File: src/design/ghash_pkg.sv
// ghash_pkg: types, command codes and GF(2^128) helper functions for the GHASH accumulator.
// No dependencies; imported by ghash_front, ghash_back and the top level.

package ghash_pkg;

	localparam int BLK_W   = 128;
	localparam int DIGIT_W = 8;
	localparam int DIGITS  = BLK_W / DIGIT_W;
	localparam int DIG_CW  = $clog2(DIGITS);

	// input commands
	localparam logic [1:0] CMD_ABSORB = 2'd0;
	localparam logic [1:0] CMD_FINAL  = 2'd1;
	localparam logic [1:0] CMD_LOAD   = 2'd2;

	// work kinds handed from front to back
	localparam logic [1:0] WK_READ    = 2'd0;
	localparam logic [1:0] WK_LOAD    = 2'd1;
	localparam logic [1:0] WK_MUL_UPD = 2'd2;
	localparam logic [1:0] WK_MUL_TAG = 2'd3;

	// reduction constant, reflected: 0xE1 followed by 120 zero bits
	localparam logic [BLK_W-1:0] GF_R = {64'hE100_0000_0000_0000, 64'h0};

	typedef struct packed {
		logic [1:0]  cmd;
		logic [63:0] data_hi;
		logic [63:0] data_lo;
		logic [4:0]  byte_count;
		logic [60:0] aad_bytes;
		logic [60:0] ct_bytes;
	} in_t;

	typedef struct packed {
		logic [63:0] hash_hi;
		logic [63:0] hash_lo;
		logic        is_tag;
	} out_t;

	typedef struct packed {
		logic [1:0]       kind;
		logic [BLK_W-1:0] operand;
	} work_t;

	typedef struct packed {
		logic [BLK_W-1:0] acc;
		logic [BLK_W-1:0] v;
	} gf_st_t;

	// keep bytes 0..cnt-1 (byte 0 most significant); counts of 16 and up keep all
	function automatic logic [BLK_W-1:0] byte_mask(input logic [4:0] cnt);
		logic [BLK_W-1:0] m;
		int i;
		m = '0;
		for (i = 0; i < BLK_W / 8; i++) begin
			if (5'(i) < cnt) m[BLK_W-1-8*i -: 8] = 8'hFF;
		end
		return m;
	endfunction

	// one digit of the right-shift multiply, most significant operand bit first
	function automatic gf_st_t gf_digit(input gf_st_t st, input logic [DIGIT_W-1:0] d);
		gf_st_t s;
		int i;
		s = st;
		for (i = DIGIT_W - 1; i >= 0; i--) begin
			if (d[i]) s.acc = s.acc ^ s.v;
			s.v = {1'b0, s.v[BLK_W-1:1]} ^ (s.v[0] ? GF_R : '0);
		end
		return s;
	endfunction

endpackage

File: src/design/ghash_fifo.sv
// ghash_fifo: small show-ahead queue of any packed type, used between front and back
// and on the result side. Depends on nothing.

module ghash_fifo #(
	parameter type T     = logic,
	parameter int  DEPTH = 4
) (
	input  logic clk,
	input  logic arst_n,
	input  logic wr_en,
	input  T     wr_data,
	output logic full,
	input  logic rd_en,
	output T     rd_data,
	output logic empty
);

	localparam int AW = (DEPTH > 1) ? $clog2(DEPTH) : 1;
	localparam int CW = $clog2(DEPTH + 1);
	localparam logic [AW-1:0] LAST = AW'(DEPTH - 1);
	localparam logic [CW-1:0] FULL_CNT = CW'(DEPTH);

	T               mem_q [DEPTH];
	logic [AW-1:0]  wr_ptr_q;
	logic [AW-1:0]  rd_ptr_q;
	logic [CW-1:0]  cnt_q;
	logic           do_wr;
	logic           do_rd;

	assign full    = (cnt_q == FULL_CNT);
	assign empty   = (cnt_q == '0);
	assign do_wr   = wr_en && !full;
	assign do_rd   = rd_en && !empty;
	assign rd_data = mem_q[rd_ptr_q];

	always_ff @(posedge clk or negedge arst_n) begin
		if (!arst_n) begin
			wr_ptr_q <= '0;
			rd_ptr_q <= '0;
			cnt_q    <= '0;
		end else begin
			if (do_wr) wr_ptr_q <= (wr_ptr_q == LAST) ? '0 : wr_ptr_q + 1'b1;
			if (do_rd) rd_ptr_q <= (rd_ptr_q == LAST) ? '0 : rd_ptr_q + 1'b1;
			if (do_wr && !do_rd) cnt_q <= cnt_q + 1'b1;
			else if (do_rd && !do_wr) cnt_q <= cnt_q - 1'b1;
		end
	end

	always_ff @(posedge clk) begin
		if (do_wr) mem_q[wr_ptr_q] <= wr_data;
	end

endmodule

File: src/design/ghash_front.sv
// ghash_front: accepts input transactions and turns each into a work item
// (operand block plus kind). Depends on ghash_pkg.

module ghash_front (
	input  logic             push,
	output logic             full,
	input  ghash_pkg::in_t   item,
	output logic             wq_wr,
	output ghash_pkg::work_t wq_data,
	input  logic             wq_full
);
	import ghash_pkg::*;

	logic [BLK_W-1:0] blk;

	assign full  = wq_full;
	assign wq_wr = push && !wq_full;
	assign blk   = {item.data_hi, item.data_lo};

	always_comb begin
		wq_data.kind    = WK_READ;
		wq_data.operand = blk;
		case (item.cmd)
			CMD_ABSORB: begin
				if (item.byte_count != '0) begin
					wq_data.kind    = WK_MUL_UPD;
					wq_data.operand = blk & byte_mask(item.byte_count);
				end
			end
			CMD_FINAL: begin
				wq_data.kind    = WK_MUL_TAG;
				wq_data.operand = {item.aad_bytes, 3'b000, item.ct_bytes, 3'b000};
			end
			CMD_LOAD: begin
				wq_data.kind = WK_LOAD;
			end
			default: begin
				wq_data.kind = WK_READ;
			end
		endcase
	end

endmodule

File: src/design/ghash_back.sv
// ghash_back: holds the running value and executes work items; the GF(2^128)
// multiply is digit-serial, DIGIT_W operand bits a cycle. Depends on ghash_pkg.

module ghash_back (
	input  logic              clk,
	input  logic              arst_n,
	input  logic [127:0]      key,
	input  logic              work_valid,
	input  ghash_pkg::work_t  work,
	output logic              work_pop,
	input  logic              res_full,
	output logic              res_push,
	output ghash_pkg::out_t   res
);
	import ghash_pkg::*;

	logic              busy_q;
	logic [DIG_CW-1:0] dig_q;
	logic [BLK_W-1:0]  run_q;
	logic [BLK_W-1:0]  x_q;
	gf_st_t            st_q;
	logic              tag_q;
	gf_st_t            st_nxt;
	logic              last;
	logic              is_mul;
	logic              fin;

	assign st_nxt   = gf_digit(st_q, x_q[BLK_W-1 -: DIGIT_W]);
	assign last     = (dig_q == DIG_CW'(DIGITS - 1));
	assign is_mul   = (work.kind == WK_MUL_UPD) || (work.kind == WK_MUL_TAG);
	assign fin      = busy_q && last && !res_full;
	assign work_pop = !busy_q && work_valid && (is_mul || !res_full);
	assign res_push = fin || (!busy_q && work_valid && !is_mul && !res_full);

	always_comb begin
		res.is_tag = 1'b0;
		if (busy_q) begin
			{res.hash_hi, res.hash_lo} = st_nxt.acc;
			res.is_tag                 = tag_q;
		end else if (work.kind == WK_LOAD) begin
			{res.hash_hi, res.hash_lo} = work.operand;
		end else begin
			{res.hash_hi, res.hash_lo} = run_q;
		end
	end

	always_ff @(posedge clk or negedge arst_n) begin
		if (!arst_n) begin
			busy_q <= 1'b0;
			dig_q  <= '0;
			run_q  <= '0;
		end else begin
			if (work_pop) begin
				if (is_mul) begin
					busy_q <= 1'b1;
					dig_q  <= '0;
				end else if (work.kind == WK_LOAD) begin
					run_q <= work.operand;
				end
			end else if (busy_q && !last) begin
				dig_q <= dig_q + 1'b1;
			end else if (fin) begin
				busy_q <= 1'b0;
				if (!tag_q) run_q <= st_nxt.acc;
			end
		end
	end

	always_ff @(posedge clk) begin
		if (work_pop && is_mul) begin
			x_q    <= run_q ^ work.operand;
			st_q   <= '{acc: '0, v: key};
			tag_q  <= (work.kind == WK_MUL_TAG);
		end else if (busy_q && !last) begin
			x_q  <= {x_q[BLK_W-DIGIT_W-1:0], {DIGIT_W{1'b0}}};
			st_q <= st_nxt;
		end
	end

endmodule

File: src/design/ghash_gf128_accumulator.sv
// ghash_gf128_accumulator: GCM GHASH engine top level with APB key registers.
// Depends on ghash_pkg, ghash_fifo, ghash_front, ghash_back.
//
//  channel  | handshake              | payload
//  ---------+------------------------+----------------------------
//  input    | push / full            | item   (ghash_pkg::in_t)
//  result   | pop / empty            | result (ghash_pkg::out_t)
//  config   | psel penable pwrite    | paddr pwdata prdata, pready
//
// Load, cmd 3 and zero-count absorb are executed directly by the back end, with no multiply.
// Absorb with a nonzero count and finalize load the multiplier, then run the 16 digit steps
// of the 8-bit-per-cycle GF(2^128) multiplier; the last step waits for room in the result queue.
// Inputs are taken while the work queue has room, results wait in the result queue.
// Reset clears the running value, the key and both queues.

module ghash_gf128_accumulator #(
	parameter int WQ_DEPTH = 4,
	parameter int RQ_DEPTH = 2
) (
	input  logic             clk,
	input  logic             arst_n,
	input  logic             push,
	output logic             full,
	input  ghash_pkg::in_t   item,
	output logic             empty,
	input  logic             pop,
	output ghash_pkg::out_t  result,
	input  logic             psel,
	input  logic             penable,
	input  logic             pwrite,
	input  logic [3:0]       paddr,
	input  logic [63:0]      pwdata,
	output logic [63:0]      prdata,
	output logic             pready
);
	import ghash_pkg::*;

	logic [63:0] key_hi_q;
	logic [63:0] key_lo_q;
	logic        cfg_wr;

	logic        wq_wr;
	work_t       wq_wdata;
	logic        wq_full;
	logic        wq_empty;
	work_t       wq_rdata;
	logic        work_pop;

	logic        res_push;
	logic        res_full;
	out_t        res_data;

	assign pready = 1'b1;
	assign cfg_wr = psel && penable && pwrite && pready;
	assign prdata = paddr[3] ? key_lo_q : key_hi_q;

	always_ff @(posedge clk or negedge arst_n) begin
		if (!arst_n) begin
			key_hi_q <= '0;
			key_lo_q <= '0;
		end else if (cfg_wr) begin
			if (paddr[3]) key_lo_q <= pwdata;
			else key_hi_q <= pwdata;
		end
	end

	ghash_front u_front (
		.push    (push),
		.full    (full),
		.item    (item),
		.wq_wr   (wq_wr),
		.wq_data (wq_wdata),
		.wq_full (wq_full)
	);

	ghash_fifo #(.T(work_t), .DEPTH(WQ_DEPTH)) u_work_q (
		.clk     (clk),
		.arst_n  (arst_n),
		.wr_en   (wq_wr),
		.wr_data (wq_wdata),
		.full    (wq_full),
		.rd_en   (work_pop),
		.rd_data (wq_rdata),
		.empty   (wq_empty)
	);

	ghash_back u_back (
		.clk        (clk),
		.arst_n     (arst_n),
		.key        ({key_hi_q, key_lo_q}),
		.work_valid (!wq_empty),
		.work       (wq_rdata),
		.work_pop   (work_pop),
		.res_full   (res_full),
		.res_push   (res_push),
		.res        (res_data)
	);

	ghash_fifo #(.T(out_t), .DEPTH(RQ_DEPTH)) u_res_q (
		.clk     (clk),
		.arst_n  (arst_n),
		.wr_en   (res_push),
		.wr_data (res_data),
		.full    (res_full),
		.rd_en   (pop),
		.rd_data (result),
		.empty   (empty)
	);

`ifndef SYNTHESIS
	a_res_no_overflow: assert property (@(posedge clk) disable iff (!arst_n)
		res_push |-> !res_full)
		else $error("result pushed into full queue");

	a_pop_has_work: assert property (@(posedge clk) disable iff (!arst_n)
		work_pop |-> !wq_empty)
		else $error("work popped from empty queue");

	a_short_op_result: assert property (@(posedge clk) disable iff (!arst_n)
		(work_pop && (wq_rdata.kind == WK_READ || wq_rdata.kind == WK_LOAD)) |-> res_push)
		else $error("single-cycle work item gave no result");

	a_mul_no_same_cycle: assert property (@(posedge clk) disable iff (!arst_n)
		(work_pop && (wq_rdata.kind == WK_MUL_UPD || wq_rdata.kind == WK_MUL_TAG))
			|=> !res_push)
		else $error("multiply result appeared too early");
`endif

endmodule
File: config.mk
export PLATFORM = sky130hd
export DESIGN_NAME = ghash_gf128_accumulator
export DESIGN_NICKNAME = d
export VERILOG_FILES = /design/src/design/ghash_pkg.sv /design/src/design/ghash_fifo.sv /design/src/design/ghash_front.sv /design/src/design/ghash_back.sv /design/src/design/ghash_gf128_accumulator.sv
export SDC_FILE = /design/constraint.sdc
export NUM_CORES = 2
export LEC_CHECK = 0
export BUFFER_PORTS_ARGS = -buffer_cell sky130_fd_sc_hd__buf_2
export CORE_MARGIN = 3
export CORE_UTILIZATION = 60
export CTS_CLUSTER_SIZE = 14
export DETAILED_ROUTE_END_ITERATION = 7
export PLACE_DENSITY = 0.79
export REMOVE_ABC_BUFFERS = 1
export SLEW_MARGIN = 10
export SYNTH_ARGS = -nofsm -noshare
export SYNTH_HDL_FRONTEND = slang
export SYNTH_SLANG_ARGS = --single-unit
File: constraint.sdc
create_clock -name clk -period 13.57 [get_ports clk]
set_input_delay 1.357 -clock clk [delete_from_list [all_inputs] [get_ports clk]]
set_output_delay 1.357 -clock clk [all_outputs]
set_load 0.02 [all_outputs]
Word-level counts from Yosys, hierarchy flattened --
Memory sizes are Yosys's and may differ from the RTL's. Index checks and enable logic that the tools add are counted.
Storage, ports and cells: output and inout bits 196, input bits 332, word-level logic and storage cells 221, bits in writable memories 778, register bits 657, memories kept 2
Memory list:
- u_work_q.mem_q | depth 4, bits a word 130, rd ports 1, clocked after Yosys merged registers in 0, wr ports 1, line ghash_fifo.sv:23 | T mem_q [DEPTH];
- u_res_q.mem_q | depth 2, bits a word 129, rd ports 1, clocked after Yosys merged registers in 0, wr ports 1, line ghash_fifo.sv:23
Operators by class: equality and inequality tests 14, multiplexer cells 99, reductions and logical operators 47, $add $sub $neg 9, $lt $le $gt $ge 16, bitwise gates (word level) 19
Operators with widths (count):
- two-way mux 128 bit | 27
- XOR 128 bit | 9
- XOR 127 x 128 -> 128 bit | 8
- two-way mux 8 bit | 48
- case mux 128 bit (2 select lines) | 1
- two-way mux 130 bit | 1
- bitwise AND 128 bit | 1
- two-way mux 64 bit | 1
- less-than comparator 4 x 5 -> 1 bit, first input constant | 8
- less-than comparator 3 x 5 -> 1 bit, first input constant | 4
- logical AND 1 bit | 19
- == test 2 bit, second input constant | 6
- two-way mux 4 bit | 3
- zero test 1 bit | 11
- two-way mux 1 bit | 11
- less-than comparator 1 x 5 -> 1 bit, first input constant | 2
- less-than comparator 2 x 5 -> 1 bit, first input constant | 2
- nonzero test 2 bit | 5
- two-way mux 2 bit | 4
- adder 2 x 1 -> 2 bit, second input constant | 3
- two-way mux 3 bit | 2
- case mux 2 bit (3 select lines) | 1
- AND reduction 2 bit | 3
- nonzero test 5 bit | 1
- other kinds (16) | 23

Depth between registers and ports, before layout --
depth after elaboration 20, depth in mapped cells 10, gate-level depth less buffers 9

Modules after synthesis --
From an unflattened synthesis, not the netlist that was laid out.
Second synthesis, totals: cells, all modules 6482, area total of the unflattened synthesis 75222.1 um2
Modules (own cells, without submodules):
- ghash_back | instances 1, area each 38978.6 um2, cells an instance 4746, sequential area each 13608.1 um2
- ghash_fifo at u_work_q | instances 1, area each 19188.4 um2, cells an instance 717, sequential area each 15790.1 um2
- ghash_fifo at u_res_q | instances 1, area each 9531.6 um2, cells an instance 420, sequential area each 7847.5 um2
- ghash_gf128_accumulator | instances 1, area each 5790.6 um2, cells an instance 345, sequential area each 3203.1 um2
- ghash_front | instances 1, area each 1732.9 um2, cells an instance 254, sequential area each 0.0 um2

Worst setup path after synthesis --
No wires, ideal clock.
kind reg-to-reg, start point register u_work_q.rd_ptr_q[0], end point register u_back.st_q[0] in the netlist's numbering, enable pin, stages on the path, launching flop included 9, data required time 11.606 ns, library setup time 1.964 ns, period minus slack after synthesis 7.964 ns, setup slack 5.606 ns, arrival time 6.000 ns, buffers on the path 5, cell sequence dfrtp_1 -> buf_2 -> mux4_2 -> nand2_2 -> buf_4 -> buf_2 -> buf_2 -> buf_2 -> nand2_1
On the way: word-level cells in the longest chain between the ends 7, elaborated cells on any way between the ends 8, those cells by class eq/ne: 2; reduce/logical: 5; memory: 1
RTL lines:
- start: declaration | line ghash_fifo.sv:25 | logic [AW-1:0] rd_ptr_q;
- start signal: assignment | line ghash_fifo.sv:43 | if (do_rd) rd_ptr_q <= (rd_ptr_q == LAST) ? '0 : rd_ptr_q + 1'b1;
- memory read (4 x 130 bit) *
- == test 2 bit | line ghash_back.sv:30 | assign is_mul = (work.kind == WK_MUL_UPD) || (work.kind == WK_MUL_TAG);
- logical OR 1 bit * | line ghash_back.sv:30
- logical OR 1 bit | line ghash_back.sv:32 | assign work_pop = !busy_q && work_valid && (is_mul || !res_full);
- logical AND 1 bit | line ghash_back.sv:32
- logical AND 1 bit * | line ghash_back.sv:70 | if (work_pop && is_mul) begin
- nonzero test 2 bit (no line) *
- end signal: assignment | line ghash_back.sv:72 | st_q <= '{acc: '0, v: key};
- end signal: assignment | line ghash_back.sv:76 | st_q <= st_nxt;
- end: declaration | line ghash_back.sv:21 | gf_st_t st_q;
Every way passes the cells marked *; elsewhere a longest branch is shown, timed or not. A chain may end at the register's enable or synchronous reset.

Final worst setup path --
start point register u_work_q.rd_ptr_q[0], end point register u_back.run_q[65]
On the way: word-level cells in the longest chain between the ends 7, elaborated cells on any way between the ends 15, those cells by class eq/ne: 6; mux: 3; reduce/logical: 5; memory: 1
RTL lines:
- memory read (4 x 130 bit) *
- == test 2 bit | line ghash_back.sv:30
- logical OR 1 bit | line ghash_back.sv:30
- logical OR 1 bit | line ghash_back.sv:32
- logical AND 1 bit | line ghash_back.sv:32
- inequality test 2 x 1 -> 1 bit (no line) (tied with other cells)
- AND reduction 4 bit (no line)
- end signal: assignment | line ghash_back.sv:58 | run_q <= work.operand;
- end signal: assignment | line ghash_back.sv:64 | if (!tag_q) run_q <= st_nxt.acc;
- end: declaration | line ghash_back.sv:19 | logic [BLK_W-1:0] run_q;
Every way passes the cells marked *; elsewhere a longest branch is shown, timed or not. The select of a mux whose other input is x is not followed.

==> key figures <==
Run status
  – Status: finished clean

Global routing
  – GRT Total Usage: 0.318
  – Largest net degree at the start of global routing: 183
  – Remaining global-route overflow: 0
  – First-pass GRT wire length: 306 mm
  – Initial antenna violation count: 14
  – Vias in the first global route: 49,800

Timing
  – Setup violators final: 0
  – Final Skew: 39.6 ps
  – Fmax: 188 MHz
  – Worst-margin pin slew: 1280 ps
  – Post-layout min period: 5320 ps
  – Worst setup margin: 8250 ps
  – Setup TNS: 0 ps
  – Max-slew headroom: 0.147
  – Final Max Slew Viols: 0
  – WHS: 474 ps
  – Final period util: 0.392
  – RSZ-0062 raised after global routing: no
  – Hold Vio Cnt, Final: 0

Critical path
  – Setup crit end kind: flip-flop
  – RR Endpoint: u_back.run_q[65]
  – Worst-path fanout max: 182
  – Startpoint types: flip-flop
  – Worst reg-to-reg path cell count: 8
  – CP arrival: 5990 ps
  – Peak per-stage delay on the critical path: 910 ps
  – Critical path type: reg2reg
  – CP max-delay cell: nand2_4
  – R2R Setup Slk: 8250 ps
  – Bufs and invs on worst path: 2
  – Worst r2r src: u_work_q.rd_ptr_q[0]
  – Crit-path cells: mux4_2 -> nor2b_4 -> buf_12 -> nand3_4 -> nand2_4 -> buf_4 -> o22ai_1 -> a21oi_1
  – Worst Path Required: 14,240 ps
  – CP delay by family, top: simple AND/OR/NAND/NOR gates

Layout
  – Commonest non-fill, non-tap cells in the layout: 1,501 x nand2_1, 1,035 x edfxtp_1, 1,017 x xnor2_1, 521 x buf_2, 323 x mux2_2
  – Area Growth Syn to Fin: 10.9%
  – Seq. cell area: 40,500 sq um
  – Final nets: 6,978
  – Filler Cell Count: 8,689
  – Multi-input gate area: 30,600 sq um
  – Layout cell share with drive strength beyond 1: 0.191
  – Most common cell after layout, fill and taps aside: nand2_1

Synth
  – EDFF count, synth: 1,035
  – Synth Cell Area: 73,200 sq um
  – Post-synthesis area per instance: 11.4 sq um
  – Fraction of registers with async set/reset: 0.190
  – Synthesis warning total: 0
  – Area contributors post-synth: edfxtp_1 42%, xnor2_1 12%, dfrtp_1 9.3%
  – Synth Flop Type: edfxtp_1
  – Post-synth cell types: 51
  – #FFs+latches synth: 1,435
  – Top cell type's share of synthesized area: 0.424
  – Post-synthesis sequential area ratio: 0.552
  – Largest area contributor in the netlist: edfxtp_1
  – Synth Instances: 6,415

Flow run
  – Max_cap viols: 0

Clocking
  – Root Driver: clkbuf_16
  – Sink Count: 1,435
  – Worst-Skew Late Latency: 770 ps
  – Clk slew on worst S/H paths: 70 ps
  – Clock H-tree levels: 4
  – Hold buffers post-CTS: 0
  – Num CTS Buffers: 148
  – CTS Buffer Depth: 3
  – CTS tree: built
  – Post-CTS Repair Setup Buffers: 0
  – # resized after CTS: 0

Placement
  – IO buf count: 523
  – Routability cong.: 0.901
  – Detailed placement HPWL: 136 mm
  – Pre-CTS setup slack: 8320 ps

Floorplanning
  – Die area: 126,000 sq um
  – Row Count: 127
  – # IOs: 528
  – Placeable Area: 120,000 sq um
  – Chip Height: 355 microns
  – Starting Density: 0.608
  – Die Wd: 355 microns

Min path
  – Hold Crit Endpoint: u_back.st_q[252]
  – Worst Hold Class: reg2reg
  – WHS Path Cells: 2
  – Worst hold start: u_back.st_q[252]

Route
  – DR vias/cell: 6.16
  – Vias: 51,600
  – Initial DRT Pass Iterations: 5
  – Drt initial violations: 6,669
  – Antenna viol nets, final: 0
  – Avg WL per Cell: 24.4 microns
  – Final wirelength: 204 mm
  – Drt drc: 0
-- worst max-delay path by stage --
stage,from,endpoint,depth (start not counted)
floorplan,u_work_q.rd_ptr_q[0],u_back.st_q[0],3
global placement,u_work_q.rd_ptr_q[0],u_back.run_q[79],8
detailed placement,u_work_q.rd_ptr_q[0],u_back.run_q[65],8
CTS,u_work_q.rd_ptr_q[0],u_back.run_q[76],8
global route,u_work_q.rd_ptr_q[0],u_back.run_q[76],8
finish,u_work_q.rd_ptr_q[0],u_back.run_q[65],8
-- registers in the layout (all words and copies together) (netlist names) --
| name | cells |
|---|---|
| u_res_q.wr_ptr_q | 1 |
| u_res_q.mem_q | 258 |
| u_back.busy_q | 1 |
| u_back.dig_q | 4 |
| u_back.x_q | 128 |
| u_work_q.cnt_q | 3 |
| u_res_q.rd_ptr_q | 1 |
| u_back.run_q | 128 |
| u_work_q.wr_ptr_q | 2 |
| u_back.st_q | 256 |
| u_work_q.rd_ptr_q | 2 |
| u_res_q.cnt_q | 2 |
| key_lo_q | 64 |
| u_back.tag_q | 1 |
| u_work_q.mem_q | 520 |
| key_hi_q | 64 |
-- cell families after synthesis --
| kind of cell | count (synthesis) | share of synthesized area |
|---|---|---|
| AO/OA/AOI/OAI | 944 | 0.0788 |
| XOR/XNOR | 1173 | 0.143 |
| adder cells (fa/ha/maj) | 11 | 0.00198 |
| buffers and inverters | 534 | 0.0303 |
| flip-flops | 1435 | 0.552 |
| multiplexers | 455 | 0.0899 |
| other | 1 | 0.0000512 |
| AND/OR/NAND/NOR | 1862 | 0.104 |
-- Yosys cell counts (all sizes together) (2+ instances only) --
| library cell | number |
|---|---|
| clkbuf | 352 |
| edfxtp | 1035 |
| dfrtp | 272 |
| o211ai | 3 |
| a21o | 3 |
| nand2 | 1505 |
| mux4 | 130 |
| o221ai | 11 |
| nand4 | 3 |
| inv | 12 |
| nor3 | 5 |
| nand2b | 4 |
| mux2 | 323 |
| nor2 | 51 |
| xnor3 | 7 |
| mux2i | 2 |
| a22oi | 10 |
| and2 | 14 |
| ha | 10 |
| nor2b | 132 |
| xor3 | 5 |
| xnor2 | 1017 |
| nand3 | 140 |
| xor2 | 144 |
| buf | 169 |
| and3 | 4 |
| o21ai | 269 |
| dfxtp | 128 |
| or2 | 2 |
| a211o | 2 |
| a211oi | 127 |
| a22o | 122 |
| a21oi | 278 |
| o22ai | 117 |
-- per-layer routing --
layer  vias up  track usage  share of wire
met5         -            0        0.00049
met4        14        0.111          0.035
met3       417       0.0883           0.11
met2      2758        0.502           0.47
met1     25700        0.425           0.38
li1      22700            -              -
-- tightest hold or removal path: stages (launching register included) --
cell and delay, ps:
dfxtp_1 320, nand3_1 60, nand2_1 50
-- per-stage QoR --
| step | utilization | instances | area, sq um |
|---|---|---|---|
| floorplan | - | 5894 | 71000 |
| global placement | 0.634 | 8097 | 76300 |
| detailed placement | 0.634 | 8097 | 76300 |
| CTS | 0.674 | 8373 | 81200 |
| global route | 0.674 | 8373 | 81200 |
| finish | 0.674 | 8376 | 81200 |
-- area by class of cell --
| class | count | share of cell area |
|---|---|---|
| Timing Repair Buffer | 591 | 0.0390 |
| Inverter | 13 | 0.000632 |
| Multi-Input combinational cell | 4446 | 0.377 |
| Tap cell | 1612 | 0.0248 |
| Clock inverter | 61 | 0.00792 |
| Antenna cell | 3 | 0.0000925 |
| Sequential cell | 1435 | 0.498 |
| Clock buffer | 215 | 0.0517 |
Power is not shown: default switching activity piles up to over one toggle a cycle in this logic, so the estimate is an artifact.
